===== src/sv/mfd_pkg.sv =====
`default_nettype none

package mfd_pkg;

  localparam logic [7:0] SyncByte     = 8'hFF;
  localparam int         PayloadBytes = 8;
  localparam logic [7:0] CheckAdd     = 8'd1;
  localparam int         IndexW       = 4;

  // frame search phase, one-hot
  typedef enum logic [2:0] {
    PH_HUNT    = 3'b001,
    PH_ONE_FF  = 3'b010,
    PH_COLLECT = 3'b100
  } phase_e;

  // finished frame as seen by the result stage
  typedef struct packed {
    logic        done;
    logic        good;
    logic [31:0] left;
    logic [31:0] right;
  } frame_t;

endpackage

`default_nettype wire


===== src/sv/mfd_deframer.sv =====
`default_nettype none

module mfd_deframer
  import mfd_pkg::*;
(
  input  wire logic       clk_i,
  input  wire logic       rst_ni,
  input  wire logic       step_i,
  input  wire logic [7:0] byte_i,
  output frame_t          frame_o
);

  phase_e               phase_q, phase_d;
  logic [IndexW-1:0]    index_q, index_d;
  logic [63:0]          shift_q, shift_d;
  logic [7:0]           xor_q, xor_d;
  logic                 last_byte;

  assign last_byte = (phase_q == PH_COLLECT) &&
                     (index_q == IndexW'(PayloadBytes));

  // frame report for the current byte
  always_comb begin
    frame_o.done  = last_byte;
    frame_o.good  = ((xor_q + CheckAdd) == byte_i);
    frame_o.right = shift_q[63:32];
    frame_o.left  = shift_q[31:0];
  end

  // sync hunt and payload collection
  always_comb begin
    phase_d = phase_q;
    index_d = index_q;
    shift_d = shift_q;
    xor_d   = xor_q;
    case (phase_q)
      PH_HUNT: begin
        if (byte_i == SyncByte) phase_d = PH_ONE_FF;
      end
      PH_ONE_FF: begin
        if (byte_i == SyncByte) begin
          phase_d = PH_COLLECT;
          index_d = '0;
          shift_d = '0;
          xor_d   = '0;
        end else begin
          phase_d = PH_HUNT;
        end
      end
      PH_COLLECT: begin
        if (last_byte) begin
          phase_d = PH_HUNT;
          index_d = '0;
        end else begin
          shift_d = {shift_q[55:0], byte_i};
          xor_d   = xor_q ^ byte_i;
          index_d = index_q + IndexW'(1);
        end
      end
      default: begin
        phase_d = PH_HUNT;
        index_d = '0;
      end
    endcase
  end

  always_ff @(posedge clk_i or negedge rst_ni) begin
    if (!rst_ni) begin
      phase_q <= PH_HUNT;
      index_q <= '0;
    end else if (step_i) begin
      phase_q <= phase_d;
      index_q <= index_d;
    end
  end

  // frame data, cleared at each frame start
  always_ff @(posedge clk_i) begin
    if (step_i) begin
      shift_q <= shift_d;
      xor_q   <= xor_d;
    end
  end

endmodule

`default_nettype wire


===== src/sv/mfd_result.sv =====
`default_nettype none

module mfd_result
  import mfd_pkg::*;
(
  input  wire logic          clk_i,
  input  wire logic          rst_ni,
  input  wire logic          load_i,
  input  wire frame_t        frame_i,
  input  wire logic          out_stall_i,
  output logic               out_valid_o,
  output logic               frame_status_o,
  output logic signed [31:0] left_count_o,
  output logic signed [31:0] right_count_o,
  output logic signed [31:0] left_change_o,
  output logic signed [31:0] right_change_o
);

  logic        valid_q;
  logic        status_q;
  logic [31:0] left_q, right_q, dleft_q, dright_q;
  logic [31:0] prev_left_q, prev_right_q;
  logic        good_load;

  assign good_load = load_i && frame_i.good;

  // previous good counts
  always_ff @(posedge clk_i or negedge rst_ni) begin
    if (!rst_ni) begin
      prev_left_q  <= '0;
      prev_right_q <= '0;
    end else if (good_load) begin
      prev_left_q  <= frame_i.left;
      prev_right_q <= frame_i.right;
    end
  end

  // output valid
  always_ff @(posedge clk_i or negedge rst_ni) begin
    if (!rst_ni) begin
      valid_q <= 1'b0;
    end else if (load_i) begin
      valid_q <= 1'b1;
    end else if (!out_stall_i) begin
      valid_q <= 1'b0;
    end
  end

  // result payload, zero on mismatch
  always_ff @(posedge clk_i) begin
    if (load_i) begin
      status_q <= !frame_i.good;
      if (frame_i.good) begin
        left_q   <= frame_i.left;
        right_q  <= frame_i.right;
        dleft_q  <= frame_i.left - prev_left_q;
        dright_q <= frame_i.right - prev_right_q;
      end else begin
        left_q   <= '0;
        right_q  <= '0;
        dleft_q  <= '0;
        dright_q <= '0;
      end
    end
  end

  assign out_valid_o    = valid_q;
  assign frame_status_o = status_q;
  assign left_count_o   = left_q;
  assign right_count_o  = right_q;
  assign left_change_o  = dleft_q;
  assign right_change_o = dright_q;

endmodule

`default_nettype wire


===== src/sv/motor_feedback_deframer.sv =====
// byte path: input register, then deframer; frame results land in the result register
// throughput: one byte per cycle; a frame-ending byte waits while the last result is held
// the input register and the result register part the two channels
// reset: asynchronous, active low; hunting for sync, previous counts zero
`default_nettype none

module motor_feedback_deframer
  import mfd_pkg::*;
(
  input  wire logic          clk_i,
  input  wire logic          rst_ni,
  input  wire logic          in_valid_i,
  output logic               in_stall_o,
  input  wire logic [7:0]    rx_byte_i,
  output logic               out_valid_o,
  input  wire logic          out_stall_i,
  output logic               frame_status_o,
  output logic signed [31:0] left_count_o,
  output logic signed [31:0] right_count_o,
  output logic signed [31:0] left_change_o,
  output logic signed [31:0] right_change_o
);

  logic       in_valid_q;
  logic [7:0] in_byte_q;
  logic       step;
  logic       accept;
  frame_t     frame;

  // a frame-ending byte needs an empty result register
  assign step       = in_valid_q && !(frame.done && out_valid_o);
  assign in_stall_o = in_valid_q && !step;
  assign accept     = in_valid_i && !in_stall_o;

  // input register
  always_ff @(posedge clk_i or negedge rst_ni) begin
    if (!rst_ni) begin
      in_valid_q <= 1'b0;
    end else if (accept) begin
      in_valid_q <= 1'b1;
    end else if (step) begin
      in_valid_q <= 1'b0;
    end
  end

  always_ff @(posedge clk_i) begin
    if (accept) begin
      in_byte_q <= rx_byte_i;
    end
  end

  mfd_deframer u_deframer (
    .clk_i   (clk_i),
    .rst_ni  (rst_ni),
    .step_i  (step),
    .byte_i  (in_byte_q),
    .frame_o (frame)
  );

  mfd_result u_result (
    .clk_i          (clk_i),
    .rst_ni         (rst_ni),
    .load_i         (step && frame.done),
    .frame_i        (frame),
    .out_stall_i    (out_stall_i),
    .out_valid_o    (out_valid_o),
    .frame_status_o (frame_status_o),
    .left_count_o   (left_count_o),
    .right_count_o  (right_count_o),
    .left_change_o  (left_change_o),
    .right_change_o (right_change_o)
  );

endmodule

`default_nettype wire

===== config.mk =====
export PLATFORM = sky130hd
export DESIGN_NAME = motor_feedback_deframer
export DESIGN_NICKNAME = d
export VERILOG_FILES = /design/src/sv/mfd_pkg.sv /design/src/sv/mfd_deframer.sv /design/src/sv/mfd_result.sv /design/src/sv/motor_feedback_deframer.sv
export SDC_FILE = /design/constraint.sdc
export NUM_CORES = 1
export LEC_CHECK = 0
export BUFFER_PORTS_ARGS = -buffer_cell sky130_fd_sc_hd__buf_4
export CAP_MARGIN = 30
export CORE_UTILIZATION = 60
export DETAILED_ROUTE_END_ITERATION = 8
export PLACE_DENSITY = 0.81
export SYNTH_ARGS = -nofsm -noshare
export SYNTH_HDL_FRONTEND = slang
export SYNTH_SLANG_ARGS = --single-unit

===== constraint.sdc =====
create_clock -name clk_i -period 6.2 [get_ports clk_i]
set_clock_uncertainty 0.15 [all_clocks]
set_input_delay 0.62 -clock clk_i [delete_from_list [all_inputs] [get_ports clk_i]]
set_output_delay 0.62 -clock clk_i [all_outputs]
set_load 0.02 [all_outputs]

### Word level (Yosys, flattened, before mapping)

Cells that the tools add are included.

* flip-flop bits (word level): 282
* logic and storage cells: 64

* reductions and logical operators: 16
* $add $sub $neg: 4
* equal/unequal tests: 11
* bitwise operators: 2
* mux-type cells: 17

Operators by type and width (number)
* 2-to-1 mux 64 bit: 2
* one-hot mux 64 bit (2 select lines): 1
* subtractor 32 bit: 2
* 2-to-1 mux 8 bit: 2
* one-hot mux 8 bit (2 select lines): 1
* one-hot mux 4 bit (3 select lines): 1
* 2-to-1 mux 3 bit: 3
* one-hot mux 3 bit (3 select lines): 1
* adder 8 x 1 -> 8 bit, second input constant: 1
* == test 8 bit: 1
* == test 8 bit, second input constant: 1
* 2-to-1 mux 4 bit: 2
* inequality test 2 x 1 -> 1 bit, second input constant: 4
* XOR 8 bit: 1
* logical AND 1 bit: 7
* AND reduction 3 bit: 2
* adder 4 x 1 -> 4 bit, second input constant: 1
* == test 4 bit, second input constant: 1
* logical NOT 1 bit: 4
* 2-to-1 mux 1 bit: 4
* AND reduction 4 bit: 1
* nonzero test 2 bit: 2
* == test 3 x 1 -> 1 bit, second input constant: 1
* == test 3 x 2 -> 1 bit, second input constant: 1
* 3 further kinds: 3

### Depth between registers and ports, before layout

Gate-level depths: netlist of run 1.

* depth in word-level cells: 10
* depth in mapped cells: 11

### By module

A second synthesis of run 1 with hierarchy kept.

* cells, all modules: 1250
* area, all modules: 14551.5 µm²

Modules (own cells, without submodules)
* mfd_result: cells each 991, instances 1, area an instance 10840.4 µm²
* mfd_deframer: cells each 243, instances 1, area an instance 3404.5 µm²
* motor_feedback_deframer: cells each 16, instances 1, area an instance 306.5 µm²

### Worst setup path before layout of run 1

Ideal clock, no wire load.

* path kind: register to register
* from: register in_byte_q[6]
* to: register u_deframer.shift_q[0], enable pin
* setup time: 526 ps
* clock period less this slack: 5055 ps
* path slack: 1145 ps
* arrival: 4380 ps
* path buffers: 1
* cell stages (with the launch flop): 6
* cell sequence: edfxtp_1 buf_4 nand4_1 nor3_1 nand2_1 a21oi_1

* word-level cells in the longest chain between the ends: 3

RTL lines
* start, declared: RTL line motor_feedback_deframer.sv:25 `logic [7:0] in_byte_q;`
* start signal, assigned: RTL line motor_feedback_deframer.sv:48 `in_byte_q <= rx_byte_i;`
* == test 8 bit: RTL line mfd_deframer.sv:41 `if (byte_i == SyncByte) begin`
* inequality test 2 x 1 -> 1 bit (no source line)
* AND reduction 4 bit (no source line)
* end signal, assigned: RTL line mfd_deframer.sv:80 `shift_q <= shift_d;`
* end, declared: RTL line mfd_deframer.sv:15 `logic [63:0] shift_q, shift_d;`

No other way between the ends.
A chain may end at the register's enable or synchronous reset.

### Worst setup path in the final report of run 1

* from: register u_deframer.xor_q[0]
* to: register u_result.prev_right_q[7]

* word-level cells in the longest chain between the ends: 3

RTL lines
* start, declared: RTL line mfd_deframer.sv:16 `logic [7:0] xor_q, xor_d;`
* start signal, assigned: RTL line mfd_deframer.sv:81 `xor_q <= xor_d;`
* adder 8 x 1 -> 8 bit: RTL line mfd_deframer.sv:25 `frame_o.good = ((xor_q + CheckAdd) == byte_i);`
* == test 8 bit: RTL line mfd_deframer.sv:25
* logical AND 1 bit: RTL line mfd_result.sv:25 `assign good_load = load_i && frame_i.good;`
* end signal, assigned: RTL line mfd_result.sv:34 `prev_right_q <= frame_i.right;`
* end, declared: RTL line mfd_result.sv:22 `logic [31:0] prev_left_q, prev_right_q;`

No other way between the ends.

==> reports/metrics.yaml, run 1 <==
clock_network:
  clockBufferDepth: 3
  numClockSinks: 282
  cts_resized: 0
  cts_buffers: 29
  post_cts_buffers: 0
  h-tree-depth: 1
  cts_tree: "done"
  cts.clk_slew.worst_paths_ps: 60
  cts-root-buf: "clkbuf_16"
  holdBufCountCts: 1
  clk-insertion-delay-late_ps: 550
logic_synthesis:
  synth_ff_type: "edfxtp_1"
  synth_cell_types: 71
  syn-instance-count: 1202
  syn-mean-instance-area_sq_um: 12.0
  ys_warn_count: 0
  synth_top_area_cell: "edfxtp_1"
  synth_nets: 1281
  synth_common_cells: "edfxtp_1, and2_1, nor2_1"
  synth.most_common_cell: "edfxtp_1"
  async_flop_share: 0.259
  synth_edf_count: 209
  synth_area_leaders: "edfxtp_1, dfrtp_1, mux2_4"
  syn-cell-area_sq_um: 14500
  synth_top_area_share: 0.434
  synth-seq-cells: 282
  ys_seq_area_frac: 0.560
worst_setup_path:
  crit_type: "reg2reg"
  arrival_ps: 4180
  cp_slowest_stage_delay_ps: 620
  cpLargestDelayFamily: "simple AND/OR/NAND/NOR gates"
  critical_path_buf_inv_count: 1
  crit_required_ps: 6480
  end_kind: "register"
  crit_fanout: 64
  startpoint_type: "register"
  cp_slowest_cell: "and4b_2"
  crit_chain: "ha_1, xor2_1, and3_1, a31oi_1, or3_1, and4b_2, buf_4, nand2_8, mux2_4"
min_path:
  hold_class: "in2reg"
global_route:
  grt_max_degree: 74
  grt_use_total: 0.259
  grt-ovfl-total: 0
  grt_pass1_vias: 9247
  antenna_found_initial: 0
  grt_pass1_wl_mm: 49.4
timing:
  setup_viol: 0
  max_freq_ghz: 0.256
  slew_viol_final: 0
  tns_ps: 0
  hold_viol: 0
  slew_headroom: 0.409
  rsz0062_at_grt: "no"
  finalCritPeriodShare: 0.629
  tightest_slew_ps: 887
  min_period_ps: 3900
flow_run:
  maxCapViolations: 0
placed_design:
  place.gp.congestion: 0.903
  place_area_sq_um: 15700
  port_buffers: 142
  hpwl_mm: 21.4
floorplanning:
  ios: 143
  rows: 56
  start_util: 0.614
  dieArea_sq_um: 24700
  coreArea_sq_um: 23500
  die_w_microns: 157
  die_h_microns: 157
final_layout:
  area_growth_pct: 15.9
  utilization: 0.712
  insertedDiodeCount: 0
  fillers: 1674
  fin_area_sq_um: 16800
  seqCellArea_sq_um: 8100
  final_nets: 1416
  layout-drive-gt1-share: 0.207
  multi_input_area_sq_um: 5790
outcome:
  status: "finished, final reports clean"
drt:
  drc: 0
  drt-initial-drc-count: 712
  viasPerCell: 5.66
  wl_mm: 31.2
  postRouteAntennaNets: 0
  wire_per_inst_microns: 18.6
  firstDrtPassIters: 5
  num_vias: 9503
power_and_ir_drop:
  vdd_drop_max_v: 0.000213
  powerDensity_nw_per_um2: 230
  leakage_nw: 7.08
-- cell usage in the layout, fill, tap and decap left out, types with 4 or more instances in the layout --
master	Yosys	layout
edfxtp_1	209	209
buf_4	1	148
and2_1	127	127
nor2_1	97	97
inv_1	79	79
dfrtp_1	72	72
ha_1	65	65
a21oi_1	63	62
mux2_4	58	58
nand2_1	52	52
o21ai_0	41	41
xnor2_1	33	33
a21o_1	33	33
xor2_1	31	31
clkbuf_16	0	29
nand3_1	20	20
nand4_1	15	15
nand2b_1	13	13
a31oi_1	12	12
nor3_1	13	12
nor2b_1	11	11
and3_1	9	9
o211ai_1	8	8
o21bai_1	8	8
clkinv_2	0	7
and4_1	6	6
clkinvlp_4	0	6
or3_1	5	5
mux2_2	5	5
o21a_1	5	5
bufinv_16	0	5
a211oi_1	4	4
-- flip-flops by register name, indices dropped and copies added (netlist names) --
register and count:
u_result.frame_status_o 1, u_result.right_change_o 32, u_deframer.shift_q 64, u_result.prev_left_q 32, in_byte_q 8, u_result.out_valid_o 1
u_deframer.index_q 4, u_result.prev_right_q 32, in_valid_q 1, u_result.left_change_o 32, u_deframer.xor_q 8, u_result.left_count_o 32
u_result.right_count_o 32, u_deframer.phase_q 3
-- cells by family after synthesis --
group | synth area share
flops | 0.560
mux | 0.0655
simple gates | 0.145
compound gates | 0.0906
buf+inv | 0.0408
xor+xnor | 0.0388
fa+ha+maj | 0.0590
-- report_power, final --
part           total, mW  internal (mW)  leakage [nW]  switching (mW)
Sequential          2.02           2.01          2.94         0.00410
Combinational     0.0300         0.0121          3.67          0.0179
Clock               1.81           1.07         0.478           0.742
Total               3.86           3.09          7.08           0.764
-- worst reg2reg max path, stage by stage, from the launching register on --
cell and delay, ps:
edfxtp_1 450, ha_1 300, xor2_1 150, and3_1 190, a31oi_1 80, or3_1 370
and4b_2 620, buf_4 460, nand2_8 510, mux2_4 500
-- cell type report --
cell class,instances,share of cell area
clock inverters,25,0.0165
repair buffers,151,0.0701
flip-flops and latches,282,0.483
inverters,80,0.0179
well taps,319,0.0238
clock buffers,29,0.0433
multi-input cells,793,0.345
-- worst paths after layout --
kind / startpoint / depth (start not counted) / to / slack (ps)
max: u_deframer.xor_q[0]$_SDFFCE_PN0P_ / 9 / u_result.prev_right_q[7]$_DFFE_PN0P_ / 2300
max reg2reg: u_deframer.xor_q[0]$_SDFFCE_PN0P_ / 9 / u_result.prev_right_q[7]$_DFFE_PN0P_ / 2300
min: rx_byte_i[1] / 1 / in_byte_q[1]$_DFFE_PP_ / 100
min reg2reg: u_result.prev_right_q[18]$_DFFE_PN0P_ / 1 / u_result.prev_right_q[18]$_DFFE_PN0P_ / 360
min in group asynchronous: rst_ni / 2 / u_deframer.phase_q[2]$_DFFE_PN0P_ / 390
max in group asynchronous: rst_ni / 3 / u_result.prev_right_q[5]$_DFFE_PN0P_ / 4920
-- routing by layer --
metal,wire [microns],track usage,up-vias
li1,-,-,4543
met1,13800,0.364,4587
met2,15000,0.425,324
met3,1770,0.0344,49
met4,673,0.0675,0
met5,0,0,-
-- per-stage QoR --
step	cells	hold WS, ps	power (mW)	worst slack, ps
2_1_floorplan	1202	174	2.06	1140
3_3_place_gp	1622	335	2.08	2430
3_5_place_dp	1623	344	2.09	2360
4_1_cts	1678	83.9	3.88	2340
5_1_grt	1679	80.4	3.95	2070
6_report	1679	97.3	3.86	2300
No activity file was read; power rests on OpenSTA's default activity.
==> inputs of run 2 (changes only) <==
--- a/config.mk
+++ b/config.mk
@@ -7,9 +7,9 @@
 export LEC_CHECK = 0
 export BUFFER_PORTS_ARGS = -buffer_cell sky130_fd_sc_hd__buf_4
 export CAP_MARGIN = 30
-export CORE_UTILIZATION = 60
+export CORE_UTILIZATION = 54
 export DETAILED_ROUTE_END_ITERATION = 8
-export PLACE_DENSITY = 0.81
+export PLACE_DENSITY = 0.77
 export SYNTH_ARGS = -nofsm -noshare
 export SYNTH_HDL_FRONTEND = slang
 export SYNTH_SLANG_ARGS = --single-unit
==> constraint.sdc (replaced) <==
create_clock -name clk_i -period 3.45 [get_ports clk_i]
set_clock_uncertainty 0.15 [all_clocks]
set_input_delay 0.345 -clock clk_i [delete_from_list [all_inputs] [get_ports clk_i]]
set_output_delay 0.345 -clock clk_i [all_outputs]
set_load 0.02 [all_outputs]
==> reports/metrics.yaml, run 2 (synthesized netlist as in run 1, its figures left out) <==
timing:
  hold_viol: 0
  slew_headroom: 0.557
  rsz0062_at_grt: "no"
  setup_slack_ps: 260
  setup_viol: 0
  slew_viol_final: 0
  tightest_slew_ps: 657
  max_freq_ghz: 0.314
  tns_ps: 0
  finalCritPeriodShare: 0.924
  min_period_ps: 3190
  holdWs_ps: 164
floorplanning:
  coreArea_sq_um: 26100
  dieArea_sq_um: 27400
  start_util: 0.554
  die_h_microns: 166
  die_w_microns: 166
  rows: 59
  ios: 143
worst_setup_path:
  cp_slowest_stage_delay_ps: 580
  startpoint_type: "register"
  crit_fanout: 6
  rr_startpoint: "u_deframer.shift_q[0]$_SDFFCE_PN0P_"
  crit_start: "u_deframer.shift_q[0]$_SDFFCE_PN0P_"
  arrival_ps: 3340
  cp_slowest_cell: "o311ai_0"
  crit_chain: "inv_1, ha_1, fa_1, nor2b_1, o31a_1, o311ai_0, nand4_1, o211ai_1, o21ai_0, xnor2_1, nor2_1"
  crit_type: "reg2reg"
  crit_required_ps: 3600
  end_kind: "register"
global_route:
  grt_max_degree: 73
  grt_pass1_vias: 9302
  antenna_found_initial: 0
  grt-ovfl-total: 0
  grt_use_total: 0.230
  grt_pass1_wl_mm: 50.6
flow_run:
  maxCapViolations: 0
clock_network:
  cts-root-buf: "clkbuf_16"
  h-tree-depth: 1
  cts_tree: "done"
  cts_buffers: 29
  post_cts_buffers: 0
  cts_resized: 0
  holdBufCountCts: 11
  numClockSinks: 282
  clk-insertion-delay-late_ps: 550
  cts.clk_slew.worst_paths_ps: 60
  clockBufferDepth: 3
final_layout:
  layout-drive-gt1-share: 0.206
  fillers: 1998
  multi_input_area_sq_um: 5790
  insertedDiodeCount: 0
  largest_reg_flops: 64
  seqCellArea_sq_um: 8100
  area_growth_pct: 17.7
  final_cell_mix: "edfxtp_1, buf_4, and2_1, nor2_1, inv_1"
  final_common_cell: "edfxtp_1"
  top_register: "u_deframer.shift_q"
  final_nets: 1433
  stdcell_count: 1711
placed_design:
  hpwl_mm: 21.8
  post-place-ws_ps: 270
  place.gp.congestion: 0.936
  port_buffers: 142
  dp.cells: 1647
power_and_ir_drop:
  vdd_drop_max_v: 0.000392
  finalPower_mw: 7.04
  powerDensity_nw_per_um2: 414
  leakage_nw: 7.19
min_path:
  hold_class: "in2async"
outcome:
  violations: "DRC"
  status: "finished, violations left"
drt:
  wl_mm: 31.2
  viasPerCell: 5.59
  postRouteAntennaNets: 0
  drt-initial-drc-count: 890
  drc: 30
  firstDrtPassIters: 7
  num_vias: 9563
  wire_per_inst_microns: 18.3
## run 2: per-stage QoR
stage                     area (sq um)   util
after detailed placement         15900  0.608
after global placement           15900  0.607
after floorplan                  14500      -
final                            17000  0.652
after global routing             17000  0.652
after CTS                        17000  0.652
## run 2: worst paths after layout
| kind | endpoint | slack, ps | depth (start not counted) |
|---|---|---|---|
| max | u_result.left_change_o[24]$_SDFFCE_PP0P_ | 260 | 11 |
| min in group clk_i | u_result.prev_right_q[25]$_DFFE_PN0P_ | 360 | 1 |
| min reg2reg | u_result.prev_right_q[25]$_DFFE_PN0P_ | 360 | 1 |
| min | in_valid_q$_DFFE_PN0P_ | 160 | 2 |
| max in group asynchronous | u_result.prev_right_q[13]$_DFFE_PN0P_ | 2390 | 3 |
| max reg2reg | u_result.left_change_o[24]$_SDFFCE_PP0P_ | 260 | 11 |
## run 2: worst max-delay path, delay by kind of cell, from the launching register on
family,cells,cell delay (ps)
buffers and inverters,1,100
AOI/OAI and AO/OA,4,1430
DFF,1,380
adders and majority gates,2,390
xor gates and xnor gates,1,180
and+or+nand+nor,3,320
## run 2: area by class of cell
| type | count | area share |
|---|---|---|
| inverters | 80 | 0.0176 |
| clock buffers | 34 | 0.0455 |
| repair buffers | 168 | 0.0813 |
| well taps | 335 | 0.0246 |
| multi-input cells | 793 | 0.340 |
| clock inverters | 19 | 0.0151 |
| flip-flops and latches | 282 | 0.476 |
## run 2: report_power, final
part	leakage (nW)	switching, mW	internal (mW)	total, mW
combinational	3.76	0.0343	0.0293	0.0636
clock	0.491	1.31	2.05	3.36
sequential	2.94	0.00769	3.62	3.62
total	7.19	1.35	5.70	7.04
## run 2: metal layers
| metal | track usage | vias up | wire [microns] |
|---|---|---|---|
| li1 | - | 4576 | - |
| met1 | 0.326 | 4679 | 14500 |
| met2 | 0.371 | 265 | 14600 |
| met3 | 0.0342 | 43 | 1610 |
| met4 | 0.0626 | 0 | 573 |
| met5 | 0 | - | 0 |
==> inputs of run 3 (changes only) <==
--- a/config.mk
+++ b/config.mk
@@ -7,9 +7,11 @@
 export LEC_CHECK = 0
 export BUFFER_PORTS_ARGS = -buffer_cell sky130_fd_sc_hd__buf_4
 export CAP_MARGIN = 30
-export CORE_UTILIZATION = 54
+export CELL_PAD_IN_SITES_DETAIL_PLACEMENT = 1
+export CELL_PAD_IN_SITES_GLOBAL_PLACEMENT = 1
+export CORE_UTILIZATION = 44
 export DETAILED_ROUTE_END_ITERATION = 8
-export PLACE_DENSITY = 0.77
+export PLACE_DENSITY_LB_ADDON = 0.1
 export SYNTH_ARGS = -nofsm -noshare
 export SYNTH_HDL_FRONTEND = slang
 export SYNTH_SLANG_ARGS = --single-unit
==> reports/metrics.yaml, run 3 (synthesized netlist as in run 1, its figures left out) <==
outcome:
  status: "finished, final reports clean"
clock_network:
  cts-root-buf: "clkbuf_16"
  clk-insertion-delay-late_ps: 500
  cts_tree: "done"
  h-tree-depth: 2
  cts_buffers: 34
  clockBufferDepth: 3
  cts.clk_slew.worst_paths_ps: 60
  numClockSinks: 282
drt:
  firstDrtPassIters: 4
  postRouteAntennaNets: 0
  drt-initial-drc-count: 443
  wire_per_inst_microns: 19.2
  wl_mm: 35.1
  viasPerCell: 5.21
  num_vias: 9522
  drc: 0
placed_design:
  place_area_sq_um: 16000
  port_buffers: 142
  post-place-ws_ps: 150
  place.gp.congestion: 0.873
  hpwl_mm: 24.6
timing:
  rsz0062_at_grt: "no"
  slew_headroom: 0.510
  tightest_slew_ps: 734
  slew_viol_final: 0
  tns_ps: 0
  setup_slack_ps: 280
  max_freq_ghz: 0.315
  min_period_ps: 3170
  hold_viol: 0
  finalCritPeriodShare: 0.919
  setup_viol: 0
worst_setup_path:
  critical_path_buf_inv_count: 1
  crit_chain: "ha_1, xor2_1, and3_1, a31oi_1, or3_1, and4b_2, nand2_8, buf_4, mux2_4"
  rr_startpoint: "u_deframer.xor_q[1]$_SDFFCE_PN0P_"
  cp_slowest_stage_delay_ps: 510
  startpoint_type: "register"
  worst_r2r_path_depth: 9
  reg2reg_slack_ps: 280
  end_kind: "register"
  cpLargestDelayFamily: "simple AND/OR/NAND/NOR gates"
  r2r_end: "u_result.prev_left_q[28]$_DFFE_PN0P_"
  arrival_ps: 3410
  crit_fanout: 26
  crit_type: "reg2reg"
  crit_required_ps: 3690
  cp_slowest_cell: "and4b_2"
power_and_ir_drop:
  finalPower_mw: 7.56
  vdd_drop_max_v: 0.000414
  leakage_nw: 7.28
  powerDensity_nw_per_um2: 436
final_layout:
  top_register: "u_deframer.shift_q"
  final_cell_mix: "edfxtp_1, buf_4, and2_1, nor2_1, inv_1"
  utilization: 0.534
  largest_reg_flops: 64
  final_nets: 1441
  layout-drive-gt1-share: 0.211
  final_common_cell: "edfxtp_1"
  insertedDiodeCount: 0
  area_growth_pct: 19.7
  fin_area_sq_um: 17300
floorplanning:
  dieArea_sq_um: 33600
  coreArea_sq_um: 32500
  die_w_microns: 183
  ios: 143
  rows: 66
  die_h_microns: 183
  start_util: 0.446
global_route:
  grt-ovfl-total: 0
  antenna_found_initial: 0
  grt_pass1_vias: 10200
  grt_pass1_wl_mm: 56.4
  grt_use_total: 0.214
  grt_max_degree: 71
min_path:
  hold_class: "in2async"
flow_run:
  maxCapViolations: 0
-- run 3: timing repair --
action | 4_1_cts | 5_1_grt
hold endpoints to repair | 50 | 0
hold buffers | 11 | 0
resized for setup | 0 | 1
buffers inserted | 0 | 0
setup endpoints to repair | 0 | 5
-- run 3: power by group --
group	internal, mW	switching (mW)
clock	2.48	1.39
sequential	3.62	0.00809
combinational	0.0275	0.0345
-- run 3: final cells by class --
cell class | instances | area [sq um]
multi-input cells | 793 | 5790
inverters | 80 | 300
repair buffers | 171 | 1360
fillers | 3397 | 15100
well taps | 442 | 553
clock buffers | 44 | 920
clock inverters | 16 | 288
flip-flops and latches | 282 | 8100
-- run 3: metrics by stage --
stage               hold WS (ps)  instances
floorplan                   -101       1202
detailed placement           252       1757
global placement             246       1757
CTS                          262       1828
finish                       252       1828
global route                 305       1828
-- run 3: how the worst max path moves through the flow --
stage / startpoint / end / slack (ps) / depth (start not counted)
after CTS: u_deframer.shift_q[2]$_SDFFCE_PN0P_ / u_result.left_change_o[30]$_SDFFCE_PP0P_ / 140 / 9
after global placement: u_deframer.shift_q[2]$_SDFFCE_PN0P_ / u_result.left_change_o[30]$_SDFFCE_PP0P_ / 200 / 9
after global routing: u_deframer.shift_q[0]$_SDFFCE_PN0P_ / u_result.left_change_o[30]$_SDFFCE_PP0P_ / 70 / 11
final: u_deframer.xor_q[1]$_SDFFCE_PN0P_ / u_result.prev_left_q[28]$_DFFE_PN0P_ / 280 / 9
after floorplan: u_deframer.phase_q[1]$_DFFE_PN0P_ / u_result.prev_left_q[10]$_DFFE_PN0P_ / 40 / 8
after detailed placement: u_deframer.shift_q[0]$_SDFFCE_PN0P_ / u_result.left_change_o[30]$_SDFFCE_PP0P_ / 150 / 11
-- run 3: metal layers --
metal | part of all wire | vias up | GRT usage | routed length, microns
met5 | 0 | - | 0 | 0
li1 | - | 4565 | - | -
met3 | 0.032 | 52 | 0.0300 | 1130
met4 | 0.020 | 0 | 0.0553 | 713
met2 | 0.49 | 191 | 0.370 | 17300
met1 | 0.45 | 4714 | 0.282 | 16000
